===== src/hw/rtl/assert_macros.svh =====
// Assertion macros shared by the RTL. Each use stands on a line of its own.
`ifndef ASSERT_MACROS_SVH
`define ASSERT_MACROS_SVH

// A condition that holds at every clock edge outside reset.
`define ASSERT_ALWAYS(lbl, clk, rst_n, expr, msg) \
    lbl: assert property (@(posedge clk) disable iff (!(rst_n)) (expr)) else $error(msg);

// A condition that, when true, requires another in the same cycle.
`define ASSERT_SAME(lbl, clk, rst_n, ante, cons, msg) \
    lbl: assert property (@(posedge clk) disable iff (!(rst_n)) (ante) |-> (cons)) \
        else $error(msg);

// A condition that, when true, requires another in the following cycle.
`define ASSERT_NEXT(lbl, clk, rst_n, ante, cons, msg) \
    lbl: assert property (@(posedge clk) disable iff (!(rst_n)) (ante) |=> (cons)) \
        else $error(msg);

`endif


===== src/hw/rtl/alst_pkg.sv =====
package alst_pkg;

    localparam int TABLE_DEPTH = 256;
    localparam int IDX_W       = $clog2(TABLE_DEPTH);
    localparam int CNT_W       = $clog2(TABLE_DEPTH + 1);
    localparam int ID_W        = 32;
    localparam int MODE_W      = 2;
    localparam int ENTRY_CNT_W = 9;

    localparam logic [MODE_W-1:0] MODE_CHECK  = 2'd0;
    localparam logic [MODE_W-1:0] MODE_ADD    = 2'd1;
    localparam logic [MODE_W-1:0] MODE_REMOVE = 2'd2;

    localparam logic [ID_W-1:0] PROTECTED_ROOT  = 32'd0;
    localparam logic [ID_W-1:0] PROTECTED_SHELL = 32'd2000;

    // Search item that walks along the row of cells, one cell per cycle.
    typedef struct packed {
        logic             vld;
        logic [ID_W-1:0]  id;
        logic             found;
        logic [IDX_W-1:0] slot;
        logic [ID_W-1:0]  last;
    } t_token;

    // Write broadcast to every cell; only the addressed cell takes it.
    typedef struct packed {
        logic             en;
        logic [IDX_W-1:0] idx;
        logic [ID_W-1:0]  data;
    } t_wr;

endpackage


===== src/hw/rtl/alst_cell.sv =====
module alst_cell (
    input  logic                  i_clk,
    input  logic                  i_rst_n,
    input  logic [alst_pkg::IDX_W-1:0] i_idx,
    input  logic [alst_pkg::CNT_W-1:0] i_count,
    input  alst_pkg::t_token      i_tok,
    output alst_pkg::t_token      o_tok,
    input  alst_pkg::t_wr         i_wr
);
    import alst_pkg::*;

    logic [ID_W-1:0] r_entry;
    t_token          r_tok;
    t_token          n_tok;
    logic            w_live;
    logic            w_last;

    // An entry takes part only while it lies below the fill count.
    assign w_live = CNT_W'(i_idx) < i_count;
    assign w_last = (CNT_W'(i_idx) + CNT_W'(1)) == i_count;

    always_comb begin
        n_tok = i_tok;
        if (w_live && (r_entry == i_tok.id) && !i_tok.found) begin
            n_tok.found = 1'b1;
            n_tok.slot  = i_idx;
        end
        if (w_last) begin
            n_tok.last = r_entry;
        end
    end

    always_ff @(posedge i_clk) begin
        if (!i_rst_n) begin
            r_tok.vld <= 1'b0;
        end else begin
            r_tok <= n_tok;
        end
    end

    always_ff @(posedge i_clk) begin
        if (!i_rst_n) begin
            r_entry <= (i_idx == IDX_W'(1)) ? PROTECTED_SHELL : PROTECTED_ROOT;
        end else if (i_wr.en && (i_wr.idx == i_idx)) begin
            r_entry <= i_wr.data;
        end
    end

    assign o_tok = r_tok;

endmodule


===== config.mk =====
export PLATFORM = sky130hd
export DESIGN_NAME = alst_cell
export DESIGN_NICKNAME = d
export VERILOG_FILES = /design/src/hw/rtl/assert_macros.svh /design/src/hw/rtl/alst_pkg.sv /design/src/hw/rtl/alst_cell.sv
export SDC_FILE = /design/constraint.sdc
export NUM_CORES = 1
export LEC_CHECK = 0
export ABC_AREA = 1
export BUFFER_PORTS_ARGS = -buffer_cell sky130_fd_sc_hd__clkbuf_2
export CORE_ASPECT_RATIO = 1.25
export CORE_MARGIN = 1.5
export CORE_UTILIZATION = 50
export DETAILED_ROUTE_END_ITERATION = 16
export PLACE_DENSITY_LB_ADDON = 0.1
export SYNTH_ARGS = -nofsm -noshare
export SYNTH_HDL_FRONTEND = slang
export SYNTH_SLANG_ARGS = --single-unit

===== constraint.sdc =====
create_clock -name i_clk -period 2.4 [get_ports i_clk]
set_input_delay 0.24 -clock i_clk [delete_from_list [all_inputs] [get_ports i_clk]]
set_output_delay 0.24 -clock i_clk [all_outputs]
set_load 0.01 [all_outputs]

==> flow_metrics.tcl <==
set metrics [dict create \
    rrSetupSlack_ns 0.55 \
    critPathKind "reg2reg" \
    power_density_mw_per_mm2 626 \
    worst_pin_slew_ns 0.643 \
    final.setup_skew_ns 0.00591 \
    drt_iter0_drc 284 \
    period_needed_ns 1.85 \
    final_cell_mix "nand2_1, clkbuf_2, inv_1" \
    p_leak_nw 3.80 \
    grt_pass1_vias 4841 \
    grt_max_degree 53 \
    drive_above_1_share_pct 28.7 \
    yosysUniqueCellTypes 26 \
    clk_latency_ns 0.35 \
    coreArea_sq_mm 0.0107 \
    rr_endpoint "o_tok[39]" \
    critPathMostFrequentCell "nand2_1" \
    final_cells 979 \
    yosys_warnings 0 \
    hold-worst-slack_ns 0.0922 \
    wirelength_um 14500 \
    antenna_left 0 \
    synthXorXnorAreaFrac_pct 1.59 \
    critPathLaunchType "flip-flop" \
    cts_max_level 3 \
    cap_violations 0 \
    portBuffers 207 \
    avgSynthCellArea_sq_um 8.73 \
    arrival_ns 1.95 \
    area_delta_synth_final_pct 26.6 \
    syn-instance-count 632 \
    post_cts_buffers 0 \
    cts_hold_buf 0 \
    first_pass_iters 6 \
    final_common_cell "nand2_1" \
    antenna_found_initial 0 \
    boundaryPins 208 \
    cts_resized 0 \
    vias 4906 \
    outcome "finished clean" \
    overflow 0 \
    cts_made_buffers 9 \
    syn_nets 776 \
    drt-vias-per-instance 5.01 \
    num_rows 42 \
    synth_mux_area_share_pct 0 \
    worstReg2RegStart "r_entry[12]" \
    crit_path_top_delay_cell "edfxtp_1" \
    end_kind "flip-flop" \
    cts.sinks 106 \
    die_x_um 97.0 \
    reg2regPathDepth 10 \
    yosys.area_share.adder_pct 2.27 \
    worstHoldStart "i_tok[73]" \
    critPathMaxFanout 9 \
    finalMaxSlewViolations 0 \
    path_cells "nand2_1, nand2_1, nor2_1, nand2_1, inv_1, nand2_1, nor2_1, nand3_1, nand2_1, nand2_1" \
    ys_seq_area_share_pct 57.5 \
    grt_usage_pct 25.2 \
    slowest_delay_ns 0.46 \
    hold_path_class "in2reg" \
    hold_violations 0 \
    initial_core_util_pct 51.7 \
    dp_hpwl_um 10900 \
    nets 986 \
    diodes 0 \
    die_area_sq_mm 0.0117 \
    mappedNetlistArea_sq_mm 0.00552 \
    path_clk_slew_ns 0.07 \
    clockBufferDepth 2 \
    tritoncts "yes" \
    fp.dieH_um 120 \
    drc 0 \
    synth_compound_area_share_pct 0.544 \
    crit_required_ns 2.50 \
    wl_per_cell_um 14.8 \
    period_share_pct 76.9 \
    ir_drop_v 0.000323 \
    gp_congestion 0.851 \
    hold_path_depth 3 \
    dp.cells 963 \
    holdPathEnd "o_tok[73]" \
    ys_seq_elements 106 \
    fillCellCount 927 \
    slew_headroom_pct 57.1 \
    root_buffer "clkbuf_16" \
    synth-simple-area-share_pct 28.3 \
    fmax_mhz 542 \
    fin_tns_setup_ns 0 \
    rsz0062_at_grt "false" \
    grt_pass1_wl_um 22700 \
    setup_viol 0 \
    synth_top_family_by_area "simple AND/OR/NAND/NOR gates" \
]
==> how the worst max path moves through the flow <==
stage / to / depth (start not counted) / start / slack (ns)
after detailed placement: o_tok[21] / 11 / i_idx[0] / 0.25
final: o_tok[39] / 10 / r_entry[12] / 0.55
after floorplan: r_entry[0] / 5 / i_idx[4] / 0.45
after global routing: o_tok[34] / 10 / r_entry[12] / 0.35
after global placement: o_tok[25] / 11 / i_idx[0] / 0.36
after CTS: o_tok[37] / 10 / r_entry[12] / 0.50
==> Yosys cell counts <==
cell type / n / area [sq um]
nand4_1: 36 / 225
o21ai_1: 1 / 5.00
nand3b_1: 1 / 7.51
ha_1: 10 / 125
edfxtp_1: 105 / 3150
nor4_1: 2 / 12.5
nand3_4: 1 / 17.5
nand3_1: 24 / 120
inv_2: 1 / 3.75
xnor2_1: 5 / 43.8
buf_4: 4 / 30.0
inv_1: 113 / 424
a211oi_1: 1 / 7.51
a21oi_1: 1 / 5.00
clkbuf_1: 4 / 15.0
o22ai_1: 2 / 12.5
dfxtp_1: 1 / 20.0
xor2_1: 5 / 43.8
nor2_4: 3 / 33.8
buf_6: 3 / 33.8
buf_2: 7 / 35.0
nand2_2: 1 / 6.26
nor2_1: 31 / 116
nand2_1: 267 / 1000
or2_2: 1 / 6.26
nor2_2: 2 / 12.5
==> state kept, by name, indices dropped and copies added, names as in the netlist <==
| signal | cells |
|---|---|
| r_entry | 32 |
| o_tok | 74 |
==> cell type report <==
class	count	area (sq um)	area share (%)
multi-input combinational	394	1810	25.8
clock buffer	9	225	3.22
tap	132	165	2.36
sequential	106	3170	45.4
timing repair buffer	217	1110	15.9
clock inverter	7	77.6	1.11
inverter	114	428	6.12
==> report_power, final <==
| group | total, mW | switching, mW | internal [mW] | leakage, nW |
|---|---|---|---|---|
| Combinational | 0.638 | 0.390 | 0.248 | 2.63 |
| Clock | 1.49 | 0.674 | 0.816 | 0.140 |
| Sequential | 2.25 | 0.0617 | 2.19 | 1.03 |
==> cell families after synthesis <==
| group | count (synthesis) |
|---|---|
| flip-flops | 106 |
| AO/OA/AOI/OAI | 5 |
| buffers and inverters | 132 |
| adder cells (fa/ha/maj) | 10 |
| XOR/XNOR | 10 |
| AND/OR/NAND/NOR | 369 |
==> through the flow <==
| step | power [mW] | setup slack, ns | utilization [%] | cell area [sq um] |
|---|---|---|---|---|
| after CTS | 4.41 | 0.499 | 65.5 | 6990 |
| after detailed placement | 2.93 | 0.253 | 62.7 | 6690 |
| after floorplan | 2.59 | 0.450 | - | 5520 |
| after global placement | 2.91 | 0.355 | 62.7 | 6690 |
| final | 4.38 | 0.555 | 65.5 | 6990 |
| after global routing | 4.55 | 0.353 | 65.5 | 6990 |
==> routing by layer <==
layer	track usage, %	vias to the layer above	part of all wire (%)
met2	45.0	198	51
met4	9.69	0	2.5
met5	0	-	0
met1	29.6	2258	40
li1	-	2425	-
met3	5.61	25	7.0
==> critical path: cells and delay by family (launching register included) <==
kind	cells	cell delay (ns)
DFF	1	0.46
and+or+nand+nor	9	1.08
buffers and inverters	1	0.06
(Power assumes the default switching activity.)
